`src/rtl/plel_pkg.sv`:
```
// Shared types and codes for the positional list engine.
// No dependencies; used by plel_ctrl and positional_list_engine.
`default_nettype none

package plel_pkg;

  localparam int OpW     = 2;
  localparam int PosW    = 6;
  localparam int ValueW  = 32;
  localparam int StatusW = 2;
  localparam int LengthW = 7;

  // operation codes
  localparam logic [OpW-1:0] OP_APPEND = 2'd0;
  localparam logic [OpW-1:0] OP_INSERT = 2'd1;
  localparam logic [OpW-1:0] OP_REMOVE = 2'd2;
  localparam logic [OpW-1:0] OP_GET    = 2'd3;

  // status codes
  localparam logic [StatusW-1:0] ST_OK    = 2'd0;
  localparam logic [StatusW-1:0] ST_FULL  = 2'd1;
  localparam logic [StatusW-1:0] ST_RANGE = 2'd2;

  typedef struct packed {
    logic [OpW-1:0]    opcode;
    logic [PosW-1:0]   position;
    logic [ValueW-1:0] value;
  } req_t;

  typedef struct packed {
    logic [StatusW-1:0] status;
    logic [ValueW-1:0]  read_value;
    logic [LengthW-1:0] length;
  } res_t;

endpackage

`default_nettype wire

```
`src/rtl/positional_list_engine.sv`:
```
// Top level of the positional list engine: stream ports and the result register.
// Depends on plel_pkg and plel_ctrl (which holds plel_ram).
`default_nettype none

// Ordered list of CAPACITY entries, each ELEMENT_WIDTH bits, held in one
// simple dual-port memory with registered read data. Each request
// carries an operation in s_axis_tuser (append, insert at a position,
// remove at a position, get at a position) and gives exactly one result:
// a status in m_axis_tuser (ok, full, position out of range) and in
// m_axis_tdata the value read by a get (zero otherwise) and the length
// after the operation. Values are kept in their low ELEMENT_WIDTH bits.
// A failed request leaves the list untouched; a full list never grows.
// One request is in work at a time. Append, an error, an insert at the
// length and a removal of the last entry are settled in S_CHECK; a get
// reads the memory there and takes the value in S_GETW. Insert at a
// position p below the length shifts entries up in S_SHUP, then writes
// the value in S_PUT; remove at p shifts entries down in S_SHDN. The
// shift moves one entry per cycle through the memory, reading one
// address while writing the one behind it, so the longest request is an
// insert at the head of a list of CAPACITY - 1 entries. The next request
// is taken once the sequencer is back in idle after its result has left.
// A finished result waits in the output register, and the next request
// is taken meanwhile; a second result waits in the sequencer until the
// first is drained. The memory needs no clearing after reset: only entries below the length are read.

module positional_list_engine import plel_pkg::*; #(
  parameter int CAPACITY      = 64,
  parameter int ELEMENT_WIDTH = 32
) (
  input  wire logic        clk_i,
  input  wire logic        rst_ni,
  input  wire logic        s_axis_tvalid_i,
  output logic             s_axis_tready_o,
  input  wire logic [39:0] s_axis_tdata_i,  // [5:0] position, [37:6] value, [39:38] zero
  input  wire logic [1:0]  s_axis_tuser_i,  // [1:0] opcode
  output logic             m_axis_tvalid_o,
  input  wire logic        m_axis_tready_i,
  output logic      [39:0] m_axis_tdata_o,  // [31:0] read_value, [38:32] length, [39] zero
  output logic      [1:0]  m_axis_tuser_o   // [1:0] status
);

  req_t req;
  res_t res, out_q;
  logic res_valid, res_ready;
  logic out_valid_q, out_valid_d;

  assign req.opcode   = s_axis_tuser_i;
  assign req.position = s_axis_tdata_i[PosW-1:0];
  assign req.value    = s_axis_tdata_i[PosW+ValueW-1:PosW];

  plel_ctrl #(
    .Capacity (CAPACITY),
    .ElemW    (ELEMENT_WIDTH)
  ) u_ctrl (
    .clk_i       (clk_i),
    .rst_ni      (rst_ni),
    .req_valid_i (s_axis_tvalid_i),
    .req_ready_o (s_axis_tready_o),
    .req_i       (req),
    .res_valid_o (res_valid),
    .res_ready_i (res_ready),
    .res_o       (res)
  );

  // result register: takes a new result when empty or being drained
  assign res_ready = !out_valid_q || m_axis_tready_i;

  always_comb begin
    out_valid_d = out_valid_q;
    if (res_valid && res_ready) begin
      out_valid_d = 1'b1;
    end else if (m_axis_tready_i) begin
      out_valid_d = 1'b0;
    end
  end

  always_ff @(posedge clk_i or negedge rst_ni) begin
    if (!rst_ni) begin
      out_valid_q <= 1'b0;
    end else begin
      out_valid_q <= out_valid_d;
    end
  end

  always_ff @(posedge clk_i) begin
    if (res_valid && res_ready) begin
      out_q <= res;
    end
  end

  assign m_axis_tvalid_o = out_valid_q;
  assign m_axis_tdata_o  = {1'b0, out_q.length, out_q.read_value};
  assign m_axis_tuser_o  = out_q.status;

endmodule

`default_nettype wire

```
`src/rtl/plel_ram.sv`:
```
// Simple dual-port entry store: one write port, one read port, registered read data.
// No dependencies.
`default_nettype none

module plel_ram #(
  parameter int Depth = 64,
  parameter int Width = 32
) (
  input  wire logic                     clk_i,
  input  wire logic                     we_i,
  input  wire logic [$clog2(Depth)-1:0] waddr_i,
  input  wire logic [Width-1:0]         wdata_i,
  input  wire logic                     re_i,
  input  wire logic [$clog2(Depth)-1:0] raddr_i,
  output logic      [Width-1:0]         rdata_o
);

  logic [Width-1:0] mem [Depth];

  always_ff @(posedge clk_i) begin
    if (we_i) begin
      mem[waddr_i] <= wdata_i;
    end
  end

  always_ff @(posedge clk_i) begin
    if (re_i) begin
      rdata_o <= mem[raddr_i];
    end
  end

endmodule

`default_nettype wire

```
`src/rtl/plel_ctrl.sv`:
```
// Request sequencer: range checks, entry shifting through the store, length count.
// Depends on plel_pkg and plel_ram.
`default_nettype none

module plel_ctrl import plel_pkg::*; #(
  parameter int Capacity = 64,
  parameter int ElemW    = 32
) (
  input  wire logic clk_i,
  input  wire logic rst_ni,
  input  wire logic req_valid_i,
  output logic      req_ready_o,
  input  wire req_t req_i,
  output logic      res_valid_o,
  input  wire logic res_ready_i,
  output res_t      res_o
);

  localparam int AW   = $clog2(Capacity);
  localparam int CW   = $clog2(Capacity + 1);
  localparam int CmpW = (CW > PosW) ? CW : PosW;
  localparam int ValW = (ElemW < ValueW) ? ElemW : ValueW;

  localparam logic [2:0] S_IDLE  = 3'd0;
  localparam logic [2:0] S_CHECK = 3'd1;
  localparam logic [2:0] S_SHUP  = 3'd2;
  localparam logic [2:0] S_SHDN  = 3'd3;
  localparam logic [2:0] S_PUT   = 3'd4;
  localparam logic [2:0] S_GETW  = 3'd5;
  localparam logic [2:0] S_DONE  = 3'd6;

  logic [2:0]          state_q, state_d;
  logic [CW-1:0]       count_q, count_d;
  logic [OpW-1:0]      op_q;
  logic [PosW-1:0]     pos_q;
  logic [ElemW-1:0]    val_q;
  logic [AW-1:0]       rd_ptr_q, rd_ptr_d;
  logic [StatusW-1:0]  status_q, status_d;
  logic [ValueW-1:0]   rdv_q, rdv_d;

  logic                we, re;
  logic [AW-1:0]       waddr, raddr;
  logic [ElemW-1:0]    wdata, rdata;

  logic [CmpW-1:0]     pos_c, cnt_c;
  logic [AW-1:0]       pos_a, last_a;
  logic                full, accept;

  plel_ram #(
    .Depth (Capacity),
    .Width (ElemW)
  ) u_ram (
    .clk_i   (clk_i),
    .we_i    (we),
    .waddr_i (waddr),
    .wdata_i (wdata),
    .re_i    (re),
    .raddr_i (raddr),
    .rdata_o (rdata)
  );

  assign pos_c  = CmpW'(pos_q);
  assign cnt_c  = CmpW'(count_q);
  assign pos_a  = AW'(pos_q);
  assign last_a = AW'(count_q - 1'b1);
  assign full   = (count_q == CW'(Capacity));
  assign accept = req_valid_i && req_ready_o;

  assign req_ready_o       = (state_q == S_IDLE);
  assign res_valid_o       = (state_q == S_DONE);
  assign res_o.status      = status_q;
  assign res_o.read_value  = rdv_q;
  assign res_o.length      = LengthW'(count_q);

  always_comb begin
    state_d  = state_q;
    count_d  = count_q;
    rd_ptr_d = rd_ptr_q;
    status_d = status_q;
    rdv_d    = rdv_q;
    we       = 1'b0;
    waddr    = '0;
    wdata    = '0;
    re       = 1'b0;
    raddr    = '0;
    unique case (state_q)
      S_IDLE: begin
        if (req_valid_i) begin
          state_d  = S_CHECK;
          status_d = ST_OK;
          rdv_d    = '0;
        end
      end
      S_CHECK: begin
        unique case (op_q)
          OP_APPEND: begin
            state_d = S_DONE;
            if (full) begin
              status_d = ST_FULL;
            end else begin
              we      = 1'b1;
              waddr   = AW'(count_q);
              wdata   = val_q;
              count_d = count_q + 1'b1;
            end
          end
          OP_INSERT: begin
            if (full) begin
              status_d = ST_FULL;
              state_d  = S_DONE;
            end else if (pos_c > cnt_c) begin
              status_d = ST_RANGE;
              state_d  = S_DONE;
            end else if (pos_c == cnt_c) begin
              // insert at the end is an append
              we      = 1'b1;
              waddr   = pos_a;
              wdata   = val_q;
              count_d = count_q + 1'b1;
              state_d = S_DONE;
            end else begin
              re       = 1'b1;
              raddr    = last_a;
              rd_ptr_d = last_a;
              state_d  = S_SHUP;
            end
          end
          OP_REMOVE: begin
            if (pos_c >= cnt_c) begin
              status_d = ST_RANGE;
              state_d  = S_DONE;
            end else if (pos_c + 1'b1 == cnt_c) begin
              // last entry: nothing to move
              count_d = count_q - 1'b1;
              state_d = S_DONE;
            end else begin
              re       = 1'b1;
              raddr    = AW'(pos_a + 1'b1);
              rd_ptr_d = AW'(pos_a + 1'b1);
              state_d  = S_SHDN;
            end
          end
          OP_GET: begin
            if (pos_c >= cnt_c) begin
              status_d = ST_RANGE;
              state_d  = S_DONE;
            end else begin
              re      = 1'b1;
              raddr   = pos_a;
              state_d = S_GETW;
            end
          end
          default: state_d = S_DONE;
        endcase
      end
      S_SHUP: begin
        // write behind the descending read pointer
        we    = 1'b1;
        waddr = AW'(rd_ptr_q + 1'b1);
        wdata = rdata;
        if (rd_ptr_q == pos_a) begin
          state_d = S_PUT;
        end else begin
          re       = 1'b1;
          raddr    = AW'(rd_ptr_q - 1'b1);
          rd_ptr_d = AW'(rd_ptr_q - 1'b1);
        end
      end
      S_PUT: begin
        we      = 1'b1;
        waddr   = pos_a;
        wdata   = val_q;
        count_d = count_q + 1'b1;
        state_d = S_DONE;
      end
      S_SHDN: begin
        // write behind the ascending read pointer
        we    = 1'b1;
        waddr = AW'(rd_ptr_q - 1'b1);
        wdata = rdata;
        if (rd_ptr_q == last_a) begin
          count_d = count_q - 1'b1;
          state_d = S_DONE;
        end else begin
          re       = 1'b1;
          raddr    = AW'(rd_ptr_q + 1'b1);
          rd_ptr_d = AW'(rd_ptr_q + 1'b1);
        end
      end
      S_GETW: begin
        rdv_d   = ValueW'(rdata[ValW-1:0]);
        state_d = S_DONE;
      end
      S_DONE: begin
        if (res_ready_i) begin
          state_d = S_IDLE;
        end
      end
      default: state_d = S_IDLE;
    endcase
  end

  always_ff @(posedge clk_i or negedge rst_ni) begin
    if (!rst_ni) begin
      state_q <= S_IDLE;
      count_q <= '0;
    end else begin
      state_q <= state_d;
      count_q <= count_d;
    end
  end

  always_ff @(posedge clk_i) begin
    rd_ptr_q <= rd_ptr_d;
    status_q <= status_d;
    rdv_q    <= rdv_d;
    if (accept) begin
      op_q  <= req_i.opcode;
      pos_q <= req_i.position;
      val_q <= ElemW'(req_i.value[ValW-1:0]);
    end
  end

endmodule

`default_nettype wire
```
`config.mk`:
```
export PLATFORM = sky130hd
export DESIGN_NAME = positional_list_engine
export DESIGN_NICKNAME = d
export VERILOG_FILES = /design/src/rtl/plel_pkg.sv /design/src/rtl/positional_list_engine.sv /design/src/rtl/plel_ram.sv /design/src/rtl/plel_ctrl.sv
export SDC_FILE = /design/constraint.sdc
export NUM_CORES = 2
export LEC_CHECK = 0
export BUFFER_PORTS_ARGS = -buffer_cell sky130_fd_sc_hd__buf_2
export CORE_MARGIN = 5
export CORE_UTILIZATION = 50
export DETAILED_ROUTE_END_ITERATION = 16
export GPL_ROUTABILITY_DRIVEN = 1
export PLACE_DENSITY_LB_ADDON = 0.05
export SLEW_MARGIN = 20
export SYNTH_ARGS = -nofsm -noshare
export SYNTH_HDL_FRONTEND = slang
export SYNTH_SLANG_ARGS = --single-unit
```
`constraint.sdc`:
```
create_clock -name clk_i -period 5.25 [get_ports clk_i]
set_input_delay 0.525 -clock clk_i [delete_from_list [all_inputs] [get_ports clk_i]]
set_output_delay 0.525 -clock clk_i [all_outputs]
set_load 0.01 [all_outputs]
```
== Word-level counts from Yosys, hierarchy flattened ==
Memory sizes are Yosys's and may differ from the RTL's. A register that Yosys moved wholly into a read port is not among the register bits.
Index checks and enable logic that the tools add are counted.
Widths: inputs -> output; s select.

* $add $sub $neg: 6
* Mux-type cells: 81
* Equality and inequality tests: 33
* Reduce and logical (&&, ||, !) cells: 20
* $lt $le $gt $ge: 2

{| class="wikitable"
|+ Operators by type and width
! cell !! count
|-
| $mux 32 || 5
|-
| $pmux 32 s2 || 2
|-
| $mux 6 || 19
|-
| $pmux 32 s3 || 1
|-
| $pmux 6 s3 || 3
|-
| $mux 7 || 7
|-
| $pmux 7 s3 || 2
|-
| $mux 3 || 9
|-
| $pmux 6 s2 || 2
|-
| $pmux 6 s4 || 1
|-
| $ne 3x3->1 const B || 7
|-
| $pmux 3 s6 || 1
|-
| $reduce_and 9->1 || 2
|-
| $mux 1 || 16
|-
| $add 6x1->6 const B || 2
|-
| $eq 6x6->1 || 2
|-
| $mux 2 || 6
|-
| $ne 3x2->1 const B || 4
|-
| $pmux 3 s4 || 1
|-
| $eq 3x3->1 const B || 3
|-
| $add 6x1->7 const B || 1
|-
| $add 7x1->7 const B || 1
|-
| $eq 6x7->1 || 1
|-
| $eq 7x7->1 || 1
|-
| other kinds (29) || 43
|}

* Logic and storage cells: 155
* Bits in writable memories: 2048
* Register bits after elaboration: 132
* Memories kept: 1
* Output and inout bits: 44
* Bits of input ports: 46

{| class="wikitable"
|+ Memories
! memory !! words !! width !! rd ports !! clocked after memory_dff !! write ports !! RTL line !! RTL
|-
| u_ctrl.u_ram.mem || 64 || 32 || 1 || 1 || 1 || plel_ram.sv:18 || <nowiki>logic [Width-1:0] mem [Depth];</nowiki>
|}

== Longest topological paths before layout ==
* Word-level depth: 8
* Depth in mapped cells: 18
* Depth with buffers taken out: 12

== Modules after synthesis ==
A second synthesis with hierarchy kept.

* Cells, all modules: 4050
* Area total of the unflattened synthesis: 86061.3 µm²

{| class="wikitable"
|+ Modules (own cells, without submodules)
! module !! cells each !! seq. area each (µm²) !! times used !! area an instance (µm²)
|-
| plel_ram || 3511 || 62459.9 || 1 || 79359.9
|-
| plel_ctrl || 492 || 2652.5 || 1 || 5405.2
|-
| positional_list_engine || 47 || 1256.2 || 1 || 1296.2
|}

== Worst setup path before layout ==
Ideal clock, no wire load.

* Path kind: register to register
* Start: register u_ctrl.state_q[0]
* End: register out_q (netlist bit m_axis_tdata_o[0]) (enable)
* Setup time: 0.499 ns
* Clock period less this slack: 4.575 ns
* Stages on the path, launching flop included: 5
* Required time: 4.751 ns
* Data arrival time: 4.076 ns
* Setup slack: 0.675 ns
* Buffers on the path: 3
* Path through: dfrtp_1 > clkbuf_1 > clkbuf_1 > clkbuf_1 > nor3b_1

* Cells in the longest elaborated chain, start to end: 2

{| class="wikitable"
|+ RTL lines
! element !! RTL line !! RTL
|-
| start: declaration || plel_ctrl.sv:32 || <nowiki>logic [2:0] state_q, state_d;</nowiki>
|-
| start signal: assignment || plel_ctrl.sv:208 || <nowiki>state_q <= state_d;</nowiki>
|-
| $eq 3x3->1 || plel_ctrl.sv:70 || <nowiki>assign res_valid_o = (state_q == S_DONE);</nowiki>
|-
| $logic_and 1x1->1 || positional_list_engine.sv:86 || <nowiki>if (res_valid && res_ready) begin</nowiki>
|-
| end signal: assignment || positional_list_engine.sv:87 || <nowiki>out_q <= res;</nowiki>
|-
| end: declaration || positional_list_engine.sv:43 || <nowiki>res_t res, out_q;</nowiki>
|}

No other way between the ends.
A chain may end at the register's enable or synchronous reset.

== Worst setup path after layout ==
* Start: register u_ctrl.count_q[2], in the netlist u_ctrl.cnt_c[2]
* End: register u_ctrl.u_ram.rdata_o[17], read port of u_ctrl.u_ram.mem, data pin

* Cells in the longest elaborated chain, start to end: 6
* Elaborated cells on any way between the ends: 25
* Those cells by class: add/sub (1); order compare (2); eq/ne (4); mux (18)

{| class="wikitable"
|+ RTL lines
! element !! RTL line !! RTL
|-
| start: declaration || plel_ctrl.sv:33 || <nowiki>logic [CW-1:0] count_q, count_d;</nowiki>
|-
| start signal: assignment || plel_ctrl.sv:209 || <nowiki>count_q <= count_d;</nowiki>
|-
| $sub 7x1->7 / $eq 6x7->1 (equally long branches) || plel_ctrl.sv:65, plel_ctrl.sv:114 ||
|-
| $mux 6 / $mux 1 (equally long branches) || plel_ctrl.sv:114 || <nowiki>end else if (pos_c == cnt_c) begin</nowiki>
|-
| $mux 6 / $mux 1 (equally long branches) || plel_ctrl.sv:111 || <nowiki>end else if (pos_c > cnt_c) begin</nowiki>
|-
| $mux 6 / $mux 1 (equally long branches) || plel_ctrl.sv:108 || <nowiki>if (full) begin</nowiki>
|-
| $pmux 6 s3 / $pmux 1 s3 (equally long branches) || plel_ctrl.sv:95 || <nowiki>unique case (op_q)</nowiki>
|-
| $pmux 6 s3 / $pmux 1 s3 (equally long branches) || plel_ctrl.sv:86 || <nowiki>unique case (state_q)</nowiki>
|-
| end: declaration || plel_ram.sv:15 || <nowiki>output logic [Width-1:0] rdata_o</nowiki>
|}

Parallel ways exist; a longest one is shown, timed or not.

==> metrics list <==
* Worst slew slack as a fraction of its limit: 15.7%
- In this run, synthesis produced a sequential element count of 2212.
- Placed Area: 93900 um2
- In this run the critical register-to-register path is captured at u_ctrl.u_ram.rdata_o[17].
- Final number of hold-violating endpoints: 0
- The critical path in this run is classified as reg -> reg.
* Average cell area after synthesis: 14.8 um2
* Global-route wire length before repair: 374 mm
- Setup violations remaining at the end of the flow were counted as 0.
- GRT Residual Overflow: 0
- Worst hold slack across all endpoints: 0.0882 ns
- Sequential cells burn 34.3% of the power.
- Area contributors post-synth: sky130_fd_sc_hd__edfxtp_1 (76%), sky130_fd_sc_hd__nand2_1 (5.6%), sky130_fd_sc_hd__mux2i_1 (3.0%)
* Actual slew at the worst max-slew pin: 1.25 ns
* Syn Nets: 5921
- At the worst endpoint, the required time is 5.93 ns.
- Summed instance area of the synthesized netlist: 87000 um2
* DIE HEIGHT: 427 um
- Cells with a size suffix above 1 make up 15.8% of the layout.
- The worst register-to-register path begins at u_ctrl.cnt_c[2].
- The number of pins with negative max-slew slack in the final report is 0.
- Maximum fanout encountered on the critical timing path: 23
- Area grow syn2layout: 16.9%
- The tightest min-delay check is of the in -> async type.
- Library cell used as clock root buffer: sky130_fd_sc_hd__clkbuf_16
- Detail Route Antenna Nets: 0
- The first detailed-routing pass ran for 5 iterations.
* Die area: 182000 um2
- For this run, design rule violations remaining after detail routing come to 0.
- The clock tree synthesis step divided the H-tree into 4 levels.
* Worst-case vdd ir drop: 502 uV
* Run status: completed
- In the global route stage, overall resource usage came out at 28.8%.
- Via count: 53500
* Cell taking the most area after synthesis: sky130_fd_sc_hd__edfxtp_1
* Count of cells along the worst register-to-register path: 12
* Number of DRC markers in iteration 0: 6639
- RD Place Congestion: 0.926
* Power Internal: 43.0 mW
* Clk_lat worst skew: 0.87 ns
- The initial utilization of the core area, before any placement, comes to 50.2%.
- Startpoint type of the worst setup path: flip-flop
- After clock tree synthesis, the clock-pin slew on the worst setup and hold paths is 0.06 ns.
- By instance count, the leading cell after synthesis is sky130_fd_sc_hd__edfxtp_1.
- Input and output buffers added on the ports amount to 86.
* Number of max-cap violations: 0
* CTS tree: yes
- The floorplan step defined a core boundary enclosing 173000 um2.
- Of all flip-flops after synthesis, the portion carrying an async set or reset was 0.497%.
* WP data arrival: 5.75 ns
- In this run the power spent charging and discharging nets is 30.2 mW.
- The number of different library cells used by synthesis comes to 74.
- The share of the Yosys chip area taken by registers is 76.3%.
- For this design the top-level I/O count stands at 90.
- TritonCTS sink count: 2212
- RSZ-0062 raised after global routing: false
- The final critical path takes up 96.5% of the cycle.
- DIE WIDTH: 427 um
- Setup slack closes at 0.183 ns.
- Avg WL per Cell: 29.9 um
- Across all register-to-register paths, the minimum setup slack is 0.18 ns.
- At the end of the flow, the number of nets in the layout was 6334.
- Via count of the first global-routing pass: 51000
* Inserted Clock Buffers: 226
- Post-route non-filler standard cell count: 8792
- Hpwl dp: 160 mm
- Of the post-synthesis cell area, the dominant cell type holds 76.0%.
* Yosys warning total: 0
- Post-synth EDFFs: 2201
- Share of total power in the clock network: 21.7%
- Entering global routing, the biggest net connects 89 pins.
- For this run, the top clock speed supported by timing is 197 MHz.
- Power Dens Cells: 720 nW/um2
- Total wire length: 263 mm
- Leakage: 35.2 nW
* Most common flop cell mapped by yosys: sky130_fd_sc_hd__edfxtp_1
- Longest Clk Path Bufs: 3
- The finished cells cover 102000 um2.
- Part of the total power dissipated in combinational logic: 44.0%
- Endpoint class of the critical path: flip-flop
- The routed design could run at a clock period as short as 5.07 ns.
- For the final database, setup skew stands at 0.0628 ns.
* Worst slack at placement: -0.0300 ns
- Placed Instances: 8324
- Of the total power, the share spent switching nets is 41.3%.
* Number of standard-cell rows in the floorplan: 153
- Counting instances in the post-synthesis netlist gives the leading cell types as sky130_fd_sc_hd__edfxtp_1 (2201), sky130_fd_sc_hd__nand2_1 (1302), sky130_fd_sc_hd__nand3_1 (447).
- Via density: 6.08
- Post-Synthesis Cells: 5859
* Antenna violations before repair: 11
-- final cells by class --
type | count | area, um2
well taps | 2325 | 2910
fillers | 13500 | 71700
clock buffers | 273 | 5850
repair buffers | 561 | 5450
flip-flops and latches | 2212 | 66400
clock inverters | 149 | 1480
multi-input cells | 3251 | 19600
inverters | 20 | 75.1
diodes | 1 | 2.50
-- cells in the final DEF, fill, tap and decap left out, types with 8 or more instances in the layout --
cell type                          n
sky130_fd_sc_hd__and2_1           33
sky130_fd_sc_hd__a22oi_1          45
sky130_fd_sc_hd__clkinv_1         68
sky130_fd_sc_hd__nand2_1        1299
sky130_fd_sc_hd__nor2_4           67
sky130_fd_sc_hd__buf_4           325
sky130_fd_sc_hd__clkbuf_1         46
sky130_fd_sc_hd__nand4_1          59
sky130_fd_sc_hd__clkinv_2         37
sky130_fd_sc_hd__a221oi_1         35
sky130_fd_sc_hd__o21ai_0          58
sky130_fd_sc_hd__nor3_1           39
sky130_fd_sc_hd__xor2_1           14
sky130_fd_sc_hd__a31oi_1          91
sky130_fd_sc_hd__bufinv_16        22
sky130_fd_sc_hd__inv_1            19
sky130_fd_sc_hd__buf_2            86
sky130_fd_sc_hd__a22o_2           32
sky130_fd_sc_hd__edfxtp_1       2201
sky130_fd_sc_hd__nor3_2            8
sky130_fd_sc_hd__xnor2_1          32
sky130_fd_sc_hd__buf_12          108
sky130_fd_sc_hd__dfrtp_1          11
sky130_fd_sc_hd__o22ai_1         112
sky130_fd_sc_hd__mux2i_1         265
sky130_fd_sc_hd__dlygate4sd3_1    42
sky130_fd_sc_hd__clkbuf_16       227
sky130_fd_sc_hd__a21oi_1         205
sky130_fd_sc_hd__nand3_1         447
sky130_fd_sc_hd__ha_1             16
sky130_fd_sc_hd__nor2_1           41
sky130_fd_sc_hd__a211oi_1         34
sky130_fd_sc_hd__o22a_1           30
sky130_fd_sc_hd__mux4_2           57
sky130_fd_sc_hd__a32oi_1          92
-- per-layer routing --
layer | part of all wire [%] | wire length (um) | GRT usage [%]
met1 | 42 | 110000 | 42.2
met2 | 44 | 117000 | 43.0
met3 | 9.7 | 25500 | 5.97
met5 | 0.0080 | 21 | 0
met4 | 3.9 | 10300 | 10.3
-- worst max-delay path: stages, from the launching register on --
cell and delay [ns]:
sky130_fd_sc_hd__dfrtp_1 0.49, sky130_fd_sc_hd__buf_4 0.21, sky130_fd_sc_hd__or4_1 0.57, sky130_fd_sc_hd__o21a_1 0.29, sky130_fd_sc_hd__a22o_1 0.25, sky130_fd_sc_hd__a22oi_1 0.36
sky130_fd_sc_hd__o221a_4 0.73, sky130_fd_sc_hd__buf_12 0.28, sky130_fd_sc_hd__a21oi_1 0.06, sky130_fd_sc_hd__a221oi_1 0.28, sky130_fd_sc_hd__a211oi_1 0.14, sky130_fd_sc_hd__nor3_1 0.82
sky130_fd_sc_hd__o22a_1 0.39
-- metrics by stage --
| step | utilization (%) | total power, mW | setup TNS (ns) |
|---|---|---|---|
| after global placement | 54.1 | 57.0 | -0.0615 |
| final | 58.7 | 73.2 | 0 |
| after detailed placement | 54.1 | 57.3 | -0.0332 |
| after global routing | 58.7 | 75.9 | 0 |
| after CTS | 58.6 | 73.1 | 0 |
| after floorplan | - | 40.7 | 0 |
-- cell families (layout without fill, tap and decap cells) --
logic type               Yosys count  after routing  synth area share [%]
flip-flops                      2212           2212                  76.3
other                              1              2               0.00431
adder cells (fa/ha/maj)           16             16                 0.230
multiplexers                     328            328                  4.60
buffers and inverters            396           1003                  2.02
XOR/XNOR                          47             47                 0.489
AO/OA/AOI/OAI                    809            809                  6.30
AND/OR/NAND/NOR                 2050           2050                  10.1
-- registers in the layout (all words and copies together) (netlist names) --
name / count
u_ctrl.u_ram.mem: 2048
u_ctrl.val_q: 32
m_axis_tuser_o: 2
u_ctrl.rdv_q: 32
m_axis_tvalid_o: 1
u_ctrl.u_ram.rdata_o: 32
u_ctrl.cnt_c: 7
u_ctrl.op_q: 2
u_ctrl.status_q: 2
m_axis_tdata_o: 39
u_ctrl.state_q: 3
u_ctrl.pos_a: 6
u_ctrl.rd_ptr_q: 6
-- timing repair --
| item | CTS | global route |
|---|---|---|
| endpoints found under the hold margin | 53 | 0 |
| setup buffers | 0 | 2 |
| pin swaps | 1 | 2 |
| hold buffers | 42 | 0 |
| resized for setup | 0 | 1 |
| endpoints found under the setup margin | 2 | 15 |
-- worst max-delay path by stage --
stage | startpoint | to | slack (ns)
5_1_grt | u_ctrl.cnt_c[1] | u_ctrl.u_ram.rdata_o[10] | 0.003
3_3_place_gp | u_ctrl.cnt_c[0] | u_ctrl.u_ram.rdata_o[18] | -0.06
4_1_cts | u_ctrl.cnt_c[1] | u_ctrl.u_ram.rdata_o[18] | 0.005
3_5_place_dp | u_ctrl.cnt_c[0] | u_ctrl.u_ram.rdata_o[18] | -0.03
2_1_floorplan | u_ctrl.state_q[0] | m_axis_tdata_o[0] | 0.68
6_report | u_ctrl.cnt_c[2] | u_ctrl.u_ram.rdata_o[17] | 0.18
-- power groups by stage --
stage	clock, mW	sequential (mW)	combinational [mW]
floorplan	0	25.2	15.4
global placement	0	25.4	31.6
detailed placement	0	25.5	31.8
CTS	16.1	25.1	32.0
global route	16.8	25.2	33.9
finish	15.9	25.1	32.2
Power figures use the tool's default switching activity.
